`config.mk`:
```
export PLATFORM = sky130hd
export DESIGN_NAME = xor_checked_frame_parser_unit
export DESIGN_NICKNAME = d
export VERILOG_FILES = /design/src/xcfp_pkg.sv /design/src/xcfp_front.sv /design/src/xcfp_queue.sv /design/src/xcfp_back.sv /design/src/xor_checked_frame_parser_unit.sv
export VERILOG_INCLUDE_DIRS = /design/src /design/src/src
export SDC_FILE = /design/constraint.sdc
export NUM_CORES = 1
export LEC_CHECK = 0
export ABC_CLOCK_PERIOD_IN_PS = 6300
export BUFFER_PORTS_ARGS = -buffer_cell sky130_fd_sc_hd__buf_2
export CAP_MARGIN = 20
export CELL_PAD_IN_SITES_DETAIL_PLACEMENT = 1
export CELL_PAD_IN_SITES_GLOBAL_PLACEMENT = 2
export CORE_MARGIN = 8
export CORE_UTILIZATION = 30
export DETAILED_ROUTE_END_ITERATION = 16
export PLACE_DENSITY_LB_ADDON = 0.1
export SLEW_MARGIN = 20
export SYNTH_ARGS = -nofsm -noshare
export SYNTH_HDL_FRONTEND = slang
export SYNTH_SLANG_ARGS = --single-unit
```
`constraint.sdc`:
```
create_clock -name aclk -period 6.3 [get_ports aclk]
set_input_delay 0.315 -clock aclk [delete_from_list [all_inputs] [get_ports aclk]]
set_output_delay 0.315 -clock aclk [all_outputs]
set_load 0.05 [all_outputs]
```
`src/xor_checked_frame_parser_unit_assert.svh`:
```
// ----------------------------------------------------------------------------
// Assertion macros for the frame parser
// Shared property shapes, clocked on aclk and disabled while aresetn is low.
// ----------------------------------------------------------------------------
`ifndef XOR_CHECKED_FRAME_PARSER_UNIT_ASSERT_SVH
`define XOR_CHECKED_FRAME_PARSER_UNIT_ASSERT_SVH

// The consequent must hold in the same cycle as the antecedent.
`define XCFP_ASSERT_SAME(lbl, ante, cons) \
    lbl: assert property (@(posedge aclk) disable iff (!aresetn) (ante) |-> (cons)) \
        else $error("xcfp: same-cycle check failed");

// The consequent must hold in the cycle after the antecedent.
`define XCFP_ASSERT_NEXT(lbl, ante, cons) \
    lbl: assert property (@(posedge aclk) disable iff (!aresetn) (ante) |=> (cons)) \
        else $error("xcfp: next-cycle check failed");

`endif

```
`src/xcfp_pkg.sv`:
```
// ----------------------------------------------------------------------------
// Frame parser package
// Types, codes and constants shared by the parser front, queue and back end.
// ----------------------------------------------------------------------------
package xcfp_pkg;

    localparam int PAYLOAD_BYTES_DEF = 8;
    localparam int QUEUE_DEPTH       = 2;

    localparam logic [7:0] HDR_BYTE = 8'hFC;
    localparam logic [7:0] FTR_BYTE = 8'hDF;

    localparam int IN_TDATA_W  = 40;
    localparam int OUT_TDATA_W = 168;
    localparam int OUT_USED_W  = 161;
    localparam int ITEM_DATA_W = 48;

    typedef enum logic [2:0] {
        EV_NONE      = 3'd0,
        EV_MOTOR     = 3'd1,
        EV_CH_FIRST  = 3'd2,
        EV_CH_DONE   = 3'd3,
        EV_OTHER     = 3'd4,
        EV_CSUM_ERR  = 3'd5,
        EV_FOOT_ERR  = 3'd6
    } xcfp_event_t;

    typedef enum logic [1:0] {
        REG_MOTOR_CODE  = 2'd0,
        REG_CHAN_FIRST  = 2'd1,
        REG_CHAN_SECOND = 2'd2,
        REG_TIMEOUT     = 2'd3
    } xcfp_reg_t;

    typedef struct packed {
        logic [7:0]  motor_code;
        logic [7:0]  chan_first_code;
        logic [7:0]  chan_second_code;
        logic [31:0] timeout_ms;
    } xcfp_cfg_t;

    localparam xcfp_cfg_t CFG_RESET = '{
        motor_code:       8'h06,
        chan_first_code:  8'h00,
        chan_second_code: 8'h00,
        timeout_ms:       32'd0
    };

    // Classified beat handed from the front to the back end. The data field
    // holds payload bytes zero to five, byte zero in the top bits.
    typedef struct packed {
        xcfp_event_t            evt;
        logic [31:0]            now_ms;
        logic [ITEM_DATA_W-1:0] data;
    } xcfp_item_t;

endpackage

```
`src/xcfp_front.sv`:
```
// ----------------------------------------------------------------------------
// Frame parser front
// Tracks the frame position byte by byte, keeps the running XOR and payload,
// and classifies every accepted beat into an event for the back end.
// ----------------------------------------------------------------------------
`include "xor_checked_frame_parser_unit_assert.svh"

module xcfp_front
    import xcfp_pkg::*;
#(
    parameter int PAYLOAD_BYTES = PAYLOAD_BYTES_DEF
) (
    input  logic        aclk,
    input  logic        aresetn,
    input  xcfp_cfg_t   cfg,
    input  logic        in_valid,
    output logic        in_ready,
    input  logic [7:0]  rx_byte,
    input  logic [31:0] now_ms,
    output logic        item_valid,
    input  logic        item_ready,
    output xcfp_item_t  item
);

    localparam int IDX_W = $clog2(PAYLOAD_BYTES);

    typedef enum logic [2:0] {
        PH_HUNT,
        PH_FUNC,
        PH_DATA,
        PH_CSUM,
        PH_FOOT
    } phase_t;

    phase_t           phase_reg;
    logic [IDX_W-1:0] idx_reg;
    logic [7:0]       xor_reg;
    logic [7:0]       func_reg;
    logic [7:0]       csum_reg;
    logic [7:0]       store_reg [PAYLOAD_BYTES];
    logic             accept;
    xcfp_event_t      evt_next;

    assign in_ready   = item_ready;
    assign item_valid = in_valid;
    assign accept     = in_valid && item_ready;

    always_comb begin
        evt_next = EV_NONE;
        if (phase_reg == PH_FOOT) begin
            if (rx_byte != FTR_BYTE) begin
                evt_next = EV_FOOT_ERR;
            end else if (xor_reg != csum_reg) begin
                evt_next = EV_CSUM_ERR;
            end else if (func_reg == cfg.motor_code) begin
                evt_next = EV_MOTOR;
            end else if (func_reg == cfg.chan_first_code) begin
                evt_next = EV_CH_FIRST;
            end else if (func_reg == cfg.chan_second_code) begin
                evt_next = EV_CH_DONE;
            end else begin
                evt_next = EV_OTHER;
            end
        end
    end

    assign item.evt    = evt_next;
    assign item.now_ms = now_ms;
    assign item.data   = {store_reg[0], store_reg[1], store_reg[2],
                          store_reg[3], store_reg[4], store_reg[5]};

    always_ff @(posedge aclk) begin
        if (!aresetn) begin
            phase_reg <= PH_HUNT;
            idx_reg   <= '0;
            xor_reg   <= '0;
            func_reg  <= '0;
            csum_reg  <= '0;
        end else if (accept) begin
            unique case (phase_reg)
                PH_HUNT: begin
                    if (rx_byte == HDR_BYTE) begin
                        xor_reg   <= rx_byte;
                        phase_reg <= PH_FUNC;
                    end
                end
                PH_FUNC: begin
                    func_reg  <= rx_byte;
                    xor_reg   <= xor_reg ^ rx_byte;
                    idx_reg   <= '0;
                    phase_reg <= PH_DATA;
                end
                PH_DATA: begin
                    xor_reg <= xor_reg ^ rx_byte;
                    idx_reg <= idx_reg + IDX_W'(1);
                    if (idx_reg == IDX_W'(PAYLOAD_BYTES - 1)) begin
                        phase_reg <= PH_CSUM;
                    end
                end
                PH_CSUM: begin
                    csum_reg  <= rx_byte;
                    phase_reg <= PH_FOOT;
                end
                PH_FOOT: begin
                    phase_reg <= PH_HUNT;
                end
                default: begin
                    phase_reg <= PH_HUNT;
                end
            endcase
        end
    end

    always_ff @(posedge aclk) begin
        if (accept && phase_reg == PH_DATA) begin
            store_reg[idx_reg] <= rx_byte;
        end
    end

    `XCFP_ASSERT_NEXT(a_foot_returns_to_hunt, accept && phase_reg == PH_FOOT, phase_reg == PH_HUNT)
    `XCFP_ASSERT_SAME(a_event_only_at_footer, phase_reg != PH_FOOT, evt_next == EV_NONE)

endmodule

```
`src/xcfp_queue.sv`:
```
// ----------------------------------------------------------------------------
// Frame parser item queue
// Short register queue between the parser front and the back end.
// ----------------------------------------------------------------------------
`include "xor_checked_frame_parser_unit_assert.svh"

module xcfp_queue
    import xcfp_pkg::*;
(
    input  logic       aclk,
    input  logic       aresetn,
    input  logic       push_valid,
    output logic       push_ready,
    input  xcfp_item_t push_item,
    output logic       pop_valid,
    input  logic       pop_ready,
    output xcfp_item_t pop_item
);

    localparam int PTR_W = $clog2(QUEUE_DEPTH);
    localparam int CNT_W = $clog2(QUEUE_DEPTH + 1);

    xcfp_item_t       mem_reg [QUEUE_DEPTH];
    logic [PTR_W-1:0] wr_ptr_reg;
    logic [PTR_W-1:0] rd_ptr_reg;
    logic [CNT_W-1:0] count_reg;
    logic             push;
    logic             pop;

    assign push_ready = (count_reg != CNT_W'(QUEUE_DEPTH));
    assign pop_valid  = (count_reg != '0);
    assign push       = push_valid && push_ready;
    assign pop        = pop_valid && pop_ready;
    assign pop_item   = mem_reg[rd_ptr_reg];

    always_ff @(posedge aclk) begin
        if (!aresetn) begin
            wr_ptr_reg <= '0;
            rd_ptr_reg <= '0;
            count_reg  <= '0;
        end else begin
            if (push) begin
                wr_ptr_reg <= (wr_ptr_reg == PTR_W'(QUEUE_DEPTH - 1)) ? '0
                                                                      : wr_ptr_reg + PTR_W'(1);
            end
            if (pop) begin
                rd_ptr_reg <= (rd_ptr_reg == PTR_W'(QUEUE_DEPTH - 1)) ? '0
                                                                      : rd_ptr_reg + PTR_W'(1);
            end
            if (push && !pop) begin
                count_reg <= count_reg + CNT_W'(1);
            end else if (pop && !push) begin
                count_reg <= count_reg - CNT_W'(1);
            end
        end
    end

    always_ff @(posedge aclk) begin
        if (push) begin
            mem_reg[wr_ptr_reg] <= push_item;
        end
    end

    `XCFP_ASSERT_SAME(a_count_in_range, 1'b1, count_reg <= CNT_W'(QUEUE_DEPTH))
    `XCFP_ASSERT_NEXT(a_count_grows, push && !pop, count_reg == $past(count_reg) + CNT_W'(1))

endmodule

```
`src/xcfp_back.sv`:
```
// ----------------------------------------------------------------------------
// Frame parser back end
// Applies classified events to the latched speeds, channels, timestamps and
// error count, evaluates link activity and holds the outgoing result beat.
// ----------------------------------------------------------------------------
`include "xor_checked_frame_parser_unit_assert.svh"

module xcfp_back
    import xcfp_pkg::*;
(
    input  logic                   aclk,
    input  logic                   aresetn,
    input  xcfp_cfg_t              cfg,
    input  logic                   item_valid,
    output logic                   item_ready,
    input  xcfp_item_t             item,
    output logic                   out_valid,
    input  logic                   out_ready,
    output logic [2:0]             out_user,
    output logic [OUT_TDATA_W-1:0] out_data
);

    logic signed [15:0] speed_reg [2];
    logic signed [15:0] chan_reg  [6];
    logic [31:0]        motor_ms_reg;
    logic [31:0]        chan_ms_reg;
    logic               motor_seen_reg;
    logic               chan_seen_reg;
    logic [31:0]        err_reg;
    logic               out_valid_reg;
    logic [2:0]         out_user_reg;
    logic [OUT_TDATA_W-1:0] out_data_reg;

    logic signed [15:0] speed_next [2];
    logic signed [15:0] chan_next  [6];
    logic [31:0]        motor_ms_next;
    logic [31:0]        chan_ms_next;
    logic               motor_seen_next;
    logic               chan_seen_next;
    logic [31:0]        err_next;
    logic [31:0]        motor_elapsed;
    logic [31:0]        chan_age;
    logic               active_next;
    logic               pop;
    logic               err_pop;
    logic               done_pop;

    assign item_ready = !out_valid_reg || out_ready;
    assign pop        = item_valid && item_ready;
    assign err_pop    = pop && (item.evt == EV_CSUM_ERR || item.evt == EV_FOOT_ERR);
    assign done_pop   = pop && (item.evt == EV_CH_DONE);

    always_comb begin
        speed_next      = speed_reg;
        chan_next       = chan_reg;
        motor_ms_next   = motor_ms_reg;
        chan_ms_next    = chan_ms_reg;
        motor_seen_next = motor_seen_reg;
        chan_seen_next  = chan_seen_reg;
        err_next        = err_reg;
        unique case (item.evt) inside
            EV_MOTOR: begin
                speed_next[0]   = item.data[47:32];
                speed_next[1]   = item.data[31:16];
                motor_ms_next   = item.now_ms;
                motor_seen_next = 1'b1;
            end
            EV_CH_FIRST: begin
                chan_next[0] = item.data[47:32];
                chan_next[1] = item.data[31:16];
                chan_next[2] = item.data[15:0];
                chan_ms_next = item.now_ms;
            end
            EV_CH_DONE: begin
                chan_next[3]   = item.data[47:32];
                chan_next[4]   = item.data[31:16];
                chan_next[5]   = item.data[15:0];
                chan_ms_next   = item.now_ms;
                chan_seen_next = 1'b1;
            end
            EV_CSUM_ERR, EV_FOOT_ERR: begin
                err_next = err_reg + 32'd1;
            end
            default: begin
            end
        endcase
        motor_elapsed = item.now_ms - motor_ms_next;
        chan_age      = item.now_ms - chan_ms_next;
        active_next   = (motor_seen_next && (motor_elapsed < cfg.timeout_ms)) ||
                        (chan_seen_next && (chan_age < cfg.timeout_ms));
    end

    always_ff @(posedge aclk) begin
        if (!aresetn) begin
            speed_reg      <= '{default: '0};
            chan_reg       <= '{default: '0};
            motor_ms_reg   <= '0;
            chan_ms_reg    <= '0;
            motor_seen_reg <= 1'b0;
            chan_seen_reg  <= 1'b0;
            err_reg        <= '0;
            out_valid_reg  <= 1'b0;
        end else begin
            if (pop) begin
                speed_reg      <= speed_next;
                chan_reg       <= chan_next;
                motor_ms_reg   <= motor_ms_next;
                chan_ms_reg    <= chan_ms_next;
                motor_seen_reg <= motor_seen_next;
                chan_seen_reg  <= chan_seen_next;
                err_reg        <= err_next;
                out_valid_reg  <= 1'b1;
            end else if (out_ready) begin
                out_valid_reg  <= 1'b0;
            end
        end
    end

    always_ff @(posedge aclk) begin
        if (pop) begin
            out_user_reg <= item.evt;
            out_data_reg <= {{(OUT_TDATA_W - OUT_USED_W){1'b0}}, active_next, err_next,
                             chan_next[5], chan_next[4], chan_next[3],
                             chan_next[2], chan_next[1], chan_next[0],
                             speed_next[1], speed_next[0]};
        end
    end

    assign out_valid = out_valid_reg;
    assign out_user  = out_user_reg;
    assign out_data  = out_data_reg;

    `XCFP_ASSERT_NEXT(a_error_counts_once, err_pop, err_reg == $past(err_reg) + 32'd1)
    `XCFP_ASSERT_NEXT(a_done_sets_seen, done_pop, chan_seen_reg && out_valid_reg)

endmodule

```
`src/xor_checked_frame_parser_unit.sv`:
```
// ----------------------------------------------------------------------------
// XOR-checked serial frame parser
// Takes one received byte with its millisecond tick per input beat and gives
// one result beat for each: the frame event, the latched motor speeds and
// channel values, the error count and the link activity flag. A new byte is
// accepted every cycle; each result is written first into a two-beat queue
// between the parsing front and the latching back end and then into the output
// register, and that queue lets the input keep flowing while a result waits. The
// input stalls only once that queue and the output register are all full.
// Frames are header 0xFC, function byte, PAYLOAD_BYTES payload bytes, the XOR
// of all bytes before it, and footer 0xDF.
// ----------------------------------------------------------------------------
module xor_checked_frame_parser_unit
    import xcfp_pkg::*;
#(
    parameter int PAYLOAD_BYTES = PAYLOAD_BYTES_DEF
) (
    input  logic                   aclk,
    input  logic                   aresetn,
    input  logic                   cfg_wr_en,
    input  logic [1:0]             cfg_addr,
    input  logic [31:0]            cfg_wr_data,
    input  logic                   s_tvalid,
    output logic                   s_tready,
    input  logic [IN_TDATA_W-1:0]  s_tdata,   // rx_byte[7:0], now_ms[39:8]
    output logic                   m_tvalid,
    input  logic                   m_tready,
    output logic [2:0]             m_tuser,   // frame_event[2:0]
    output logic [OUT_TDATA_W-1:0] m_tdata    // left_speed, right_speed,
                                              // chan0..chan5, bad_frames,
                                              // link_active, zero fill
);

    xcfp_cfg_t  cfg_reg;
    logic       front_valid;
    logic       front_ready;
    xcfp_item_t front_item;
    logic       back_valid;
    logic       back_ready;
    xcfp_item_t back_item;

    always_ff @(posedge aclk) begin
        if (!aresetn) begin
            cfg_reg <= CFG_RESET;
        end else if (cfg_wr_en) begin
            unique case (xcfp_reg_t'(cfg_addr))
                REG_MOTOR_CODE:  cfg_reg.motor_code       <= cfg_wr_data[7:0];
                REG_CHAN_FIRST:  cfg_reg.chan_first_code  <= cfg_wr_data[7:0];
                REG_CHAN_SECOND: cfg_reg.chan_second_code <= cfg_wr_data[7:0];
                REG_TIMEOUT:     cfg_reg.timeout_ms       <= cfg_wr_data;
            endcase
        end
    end

    xcfp_front #(
        .PAYLOAD_BYTES(PAYLOAD_BYTES)
    ) u_front (
        .aclk      (aclk),
        .aresetn   (aresetn),
        .cfg       (cfg_reg),
        .in_valid  (s_tvalid),
        .in_ready  (s_tready),
        .rx_byte   (s_tdata[7:0]),
        .now_ms    (s_tdata[39:8]),
        .item_valid(front_valid),
        .item_ready(front_ready),
        .item      (front_item)
    );

    xcfp_queue u_queue (
        .aclk      (aclk),
        .aresetn   (aresetn),
        .push_valid(front_valid),
        .push_ready(front_ready),
        .push_item (front_item),
        .pop_valid (back_valid),
        .pop_ready (back_ready),
        .pop_item  (back_item)
    );

    xcfp_back u_back (
        .aclk      (aclk),
        .aresetn   (aresetn),
        .cfg       (cfg_reg),
        .item_valid(back_valid),
        .item_ready(back_ready),
        .item      (back_item),
        .out_valid (m_tvalid),
        .out_ready (m_tready),
        .out_user  (m_tuser),
        .out_data  (m_tdata)
    );

endmodule

```
Word level (Yosys, flattened, before mapping)
Memories as Yosys holds them, arrays and structs flattened. A register that Yosys moved wholly into a read port is not among the register bits.
Cells that the tools add are included.
- output and inout port bits: 173
- flip-flop bits (word level): 481
- memories: 2
- RAM bits: 230
- bits of input ports: 79
- reductions and logical operators: 31
- add/subtract/negate cells: 8
- equality and inequality tests: 22
- order comparisons: 2
- bitwise operators: 1
- multiplexer cells: 32
- memories (name ; words ; width ; rd ports ; clocked after Yosys merged registers in ; write ports ; line ; text):
    u_queue.mem_reg ; 2 ; 83 ; 1 ; 1 ; 1 ; xcfp_queue.sv:23 ; xcfp_item_t mem_reg [QUEUE_DEPTH];
    u_front.store_reg ; 8 ; 8 ; 6 ; 0 ; 1 ; xcfp_front.sv:40 ; logic [7:0] store_reg [PAYLOAD_BYTES];
- operator list (kind ; number):
    two-way mux 32 bit ; 4
    two-way mux 48 bit ; 2
    less-than comparator 32 bit ; 2
    subtractor 32 bit ; 2
    adder 32 x 1 -> 32 bit (second input constant) ; 1
    == test 8 bit ; 3
    two-way mux 3 bit ; 8
    case mux 8 bit (2 select lines) ; 1
    AND reduction 2 bit ; 7
    == test 3 x 2 -> 1 bit (second input constant) ; 4
    == test 3 bit (second input constant) ; 4
    two-way mux 1 bit ; 12
    case mux 3 bit (4 select lines) ; 1
    nonzero test 2 bit ; 5
    == test 8 bit (second input constant) ; 1
    two-way mux 8 bit ; 1
    != test 8 bit ; 1
    != test 8 bit (second input constant) ; 1
    XOR 8 bit ; 1
    logical AND 1 bit ; 7
    == test 3 x 1 -> 1 bit (second input constant) ; 2
    case mux 3 bit (2 select lines) ; 1
    AND reduction 3 bit ; 2
    OR reduction 2 bit ; 3
    other kinds (13) ; 20

Logic depth before layout (Yosys ltp)
- depth after elaboration: 7
- depth in mapped cells: 28
- depth with buffers taken out: 25

Modules after synthesis
Synthesis repeated with hierarchy kept, for this count alone.
- cells, all modules: 2963
- area total of the unflattened synthesis: 32801.5 um^2
- by module, submodules not included (module ; instances ; area each (um^2) ; cells each ; seq. area each (um^2)):
    xcfp_back ; 1 ; 20856.3 ; 2158 ; 9469.1
    xcfp_queue ; 1 ; 6224.7 ; 282 ; 5084.9
    xcfp_front ; 1 ; 3540.9 ; 299 ; 2042.0
    xor_checked_frame_parser_unit ; 1 ; 2179.6 ; 224 ; 1121.1

Least setup slack after synthesis
OpenSTA, ideal clock, no wires.
- path type: reg2reg
- start point: register u_back.out_valid_reg (netlist: u_back.out_valid)
- end point: register u_back.out_data_reg[0] (netlist: u_back.out_data[0]) (enable)
- stages on the path, launching flop included: 7
- setup slack: -0.315 ns
- library setup time: 0.592 ns
- arrival time: 6.023 ns
- buffers on the path: 3
- cells stage by stage: dfxtp_1 > nor2b_1 > or2_2 > clkbuf_1 > clkbuf_1 > inv_1 > clkbuf_1
- longest elaborated chain between the ends: 3
- RTL lines (element ; line ; text):
    start: declaration ; xcfp_back.sv:30 ; logic out_valid_reg;
    start signal: assignment ; xcfp_back.sv:102 ; out_valid_reg <= 1'b0;
    start signal: assignment ; xcfp_back.sv:112 ; out_valid_reg <= 1'b1;
    start signal: assignment ; xcfp_back.sv:114 ; out_valid_reg <= 1'b0;
    logical NOT 1 bit ; xcfp_back.sv:48 ; assign item_ready = !out_valid_reg || out_ready;
    logical OR 1 bit ; xcfp_back.sv:48 ;
    logical AND 1 bit ; xcfp_back.sv:49 ; assign pop = item_valid && item_ready;
    named net u_back.pop ; xcfp_back.sv:44 ; logic pop;
    end signal: assignment ; xcfp_back.sv:122 ; out_data_reg <= {{(OUT_TDATA_W - OUT_USED_W){1'b0}}, active_next, err_next,
    end: declaration ; xcfp_back.sv:32 ; logic [OUT_TDATA_W-1:0] out_data_reg;
The timed path passes the listed nets, and every way through them passes these cells.
A chain may end at the register's enable or synchronous reset.

==> out/qor.yml <==
status: "finished clean"
p_comb_share_pct: 44.7
regToRegSetupSlack_ns: 0.40
drc: 0
numCtsBuffers: 83
setup_viol: 0
critPathKind: "reg2reg"
cts_tree: "built"
grt_pass1_vias: 24400
finalCriticalPeriod_ns: 5.90
final_cell_mix: "nand2_1 (509), edfxtp_1 (378), dfxtp_1 (317)"
clk_pin_slew_ns: 0.06
cts.sinks: 696
drive_gt1_share_pct: 14.0
synth_seq_cells: 696
core_area_um2: 105000
cp.required_ns: 6.78
r2r_start: "u_queue.mem_reg[0][82]"
maxCapViolations: 0
rows: 119
powerDensity_nw_per_um2: 531
insertion_delay_ns: 0.65
first_pass_iters: 5
finalHoldViolCount: 0
dieArea_um2: 117000
slowest_stage: "or3b_2"
vias: 23000
final_cells: 4746
clk_path_buf_depth: 3
synthToLayoutAreaGrowth_pct: 20.0
start_util_pct: 30.2
critPathMostFrequentCell: "nor2_1"
seq_power_share_pct: 31.2
cts_setup_buffers: 0
cp-end-kind: "register"
synth_edf_count: 378
hp-start: "s_tdata[2]"
min_path_type: "in2reg"
synthFlopType: "edfxtp_1"
postRouteAntennaNets: 0
power.switching_fraction_pct: 42.4
largest_reg_flops: 166
gp_congestion: 0.810
drtIter0Drc: 997
wl_mm: 94.9
fin_crit_sh_pct: 93.7
die_w_um: 341
fin_tns_setup_ns: 0
critPathLaunchType: "register"
viasPerCell: 4.85
reg2reg_depth: 26
intPower_mw: 11.7
maxSlewHeadroom_pct: 27.4
nNetsFinal: 3487
root_buffer: "clkbuf_16"
ys_async_sr_fraction_pct: 0
rsz0062_at_grt: "no"
arrival_ns: 6.39
total_power_mw: 20.3
ios: 252
port_buffers: 244
layout_commonest_cell: "nand2_1"
rr_endpoint: "u_back.out_data[160]"
stdcell_area_um2: 38100
placedInstanceArea_um2: 34600
whs_path_depth: 1
synth_cells: 2989
final.setup_skew_ns: 0.0380
peakVddDrop_mv: 0.318
antenna_found_initial: 5
yosysSeqAreaShare_pct: 55.7
setup_slack_ns: 0.397
n_fill_cell: 11600
yosysWarnings: 0
grt_max_degree: 162
synth_area_um2: 31800
leakage_nw: 15.6
track_usage_pct: 15.8
grt_pass1_wl_mm: 146
grt_remaining_overflow: 0
worst_pin_slew_ns: 1.08
max_freq_mhz: 169
pre_cts_ws_ns: 0.184
avgSynthCellArea_um2: 10.6
worstPathMaxFanout: 4
ys_types: 76
timing.critical_path.from: "u_queue.mem_reg[0][82]"
hold_path_end: "u_front.store_reg[4][2]"
max_stage_delay_ns: 0.53
htreeDepth: 3
p_clk_share_pct: 24.1
dieHeight_um: 341
hpwl_mm: 66.7
p_switching_mw: 8.59
wl_per_cell_um: 20.0
dp_cells: 4526
finalMaxSlewViolations: 0
## kinds of logic (layout without fill, tap and decap cells)
kind of cell / count (synthesis) / in the layout / share of synthesized area, %
compound gates: 698 / 698 / 14.8
xor+xnor: 150 / 150 / 4.13
fa+ha+maj: 124 / 124 / 4.91
buf+inv: 257 / 616 / 3.22
flops: 696 / 696 / 55.7
mux: 123 / 123 / 3.88
other cells: 1 / 8 / 0.0118
simple gates: 940 / 940 / 13.3
## layout make-up
class | instances | area, um^2 | share of cell area (%)
sequential | 696 | 17700 | 46.5
multi-input combinational | 2042 | 13200 | 34.5
timing repair buffer | 370 | 2350 | 6.17
clock buffer | 114 | 2310 | 6.05
tap | 1391 | 1740 | 4.56
clock inverter | 41 | 500 | 1.31
inverter | 91 | 349 | 0.915
antenna | 1 | 2.50 | 0.00656
## synth_stat cells, drive strengths merged, types with 4 or more instances
| master | n | area share [%] |
|---|---|---|
| or3 | 13 | 0.26 |
| a21o | 37 | 0.87 |
| nand3 | 30 | 0.51 |
| o22ai | 6 | 0.16 |
| a21boi | 99 | 2.3 |
| xor2 | 71 | 2.0 |
| nor2 | 162 | 1.9 |
| a22oi | 4 | 0.094 |
| o21bai | 4 | 0.094 |
| xnor2 | 79 | 2.2 |
| clkbuf | 135 | 1.6 |
| o211ai | 8 | 0.19 |
| o21ai | 189 | 3.0 |
| a211oi | 11 | 0.26 |
| inv | 91 | 1.1 |
| o211a | 120 | 3.8 |
| nor2b | 52 | 1.0 |
| buf | 31 | 0.55 |
| and2 | 58 | 1.1 |
| o31ai | 6 | 0.14 |
| a2111oi | 5 | 0.14 |
| nand2 | 511 | 6.0 |
| ha | 123 | 4.8 |
| mux2i | 121 | 3.8 |
| nand4 | 27 | 0.53 |
| dfxtp | 318 | 20 |
| and3 | 14 | 0.28 |
| edfxtp | 378 | 36 |
| or2 | 6 | 0.12 |
| or4 | 4 | 0.12 |
| a31oi | 11 | 0.22 |
| o21a | 13 | 0.31 |
| a21oi | 156 | 2.5 |
| nor3 | 22 | 0.36 |
| nand2b | 11 | 0.22 |
| nor4 | 10 | 0.20 |
| nand3b | 4 | 0.094 |
## worst max path at each step
stage / end / slack [ns] / cells after the start
6_report: u_back.out_data[160] / 0.40 / 26
5_1_grt: u_back.out_data[160] / 0.01 / 24
2_1_floorplan: u_back.out_data[160] / 0.28 / 25
4_1_cts: u_back.out_data[160] / 0.11 / 24
3_3_place_gp: u_back.out_data[160] / 0.30 / 23
3_5_place_dp: u_back.out_data[160] / 0.18 / 24
## power groups by stage
stage / sequential (mW) / clock [mW] / combinational [mW]
2_1_floorplan: 8.19 / 0 / 4.48
3_3_place_gp: 6.39 / 0 / 8.97
3_5_place_dp: 6.43 / 0 / 9.13
4_1_cts: 6.34 / 5.07 / 9.21
5_1_grt: 6.42 / 5.23 / 9.98
6_report: 6.31 / 4.89 / 9.06
## metal layers
layer | routed length [um] | GRT usage [%] | part of all wire, %
met5 | 13 | 0 | 0.014
met2 | 43400 | 25.9 | 46
met3 | 3400 | 2.53 | 3.6
met4 | 2120 | 4.42 | 2.2
met1 | 45900 | 21.6 | 48
## through the flow
| stage | utilization, % | hold slack, ns |
|---|---|---|
| floorplan | - | 0.414 |
| global placement | 33.0 | 0.422 |
| detailed placement | 33.0 | 0.432 |
| CTS | 36.2 | 0.0482 |
| global route | 36.3 | 0.0676 |
| finish | 36.3 | 0.106 |
## timing repair
item | 4_1_cts | 5_1_grt
hold buffers | 64 | 0
gates resized for setup | 0 | 6
setup endpoints to repair | 0 | 1
hold endpoints to repair | 113 | 0
## worst max-delay path, delay by kind of cell, from the launching register on
family / cells / cell delay, ns
AO/OA/AOI/OAI: 9 / 2.01
XOR/XNOR: 1 / 0.14
buffers and inverters: 4 / 0.53
AND/OR/NAND/NOR: 9 / 1.88
adder cells (fa/ha/maj): 3 / 0.72
flip-flops: 1 / 0.45
No activity file was read; power rests on OpenSTA's default activity.
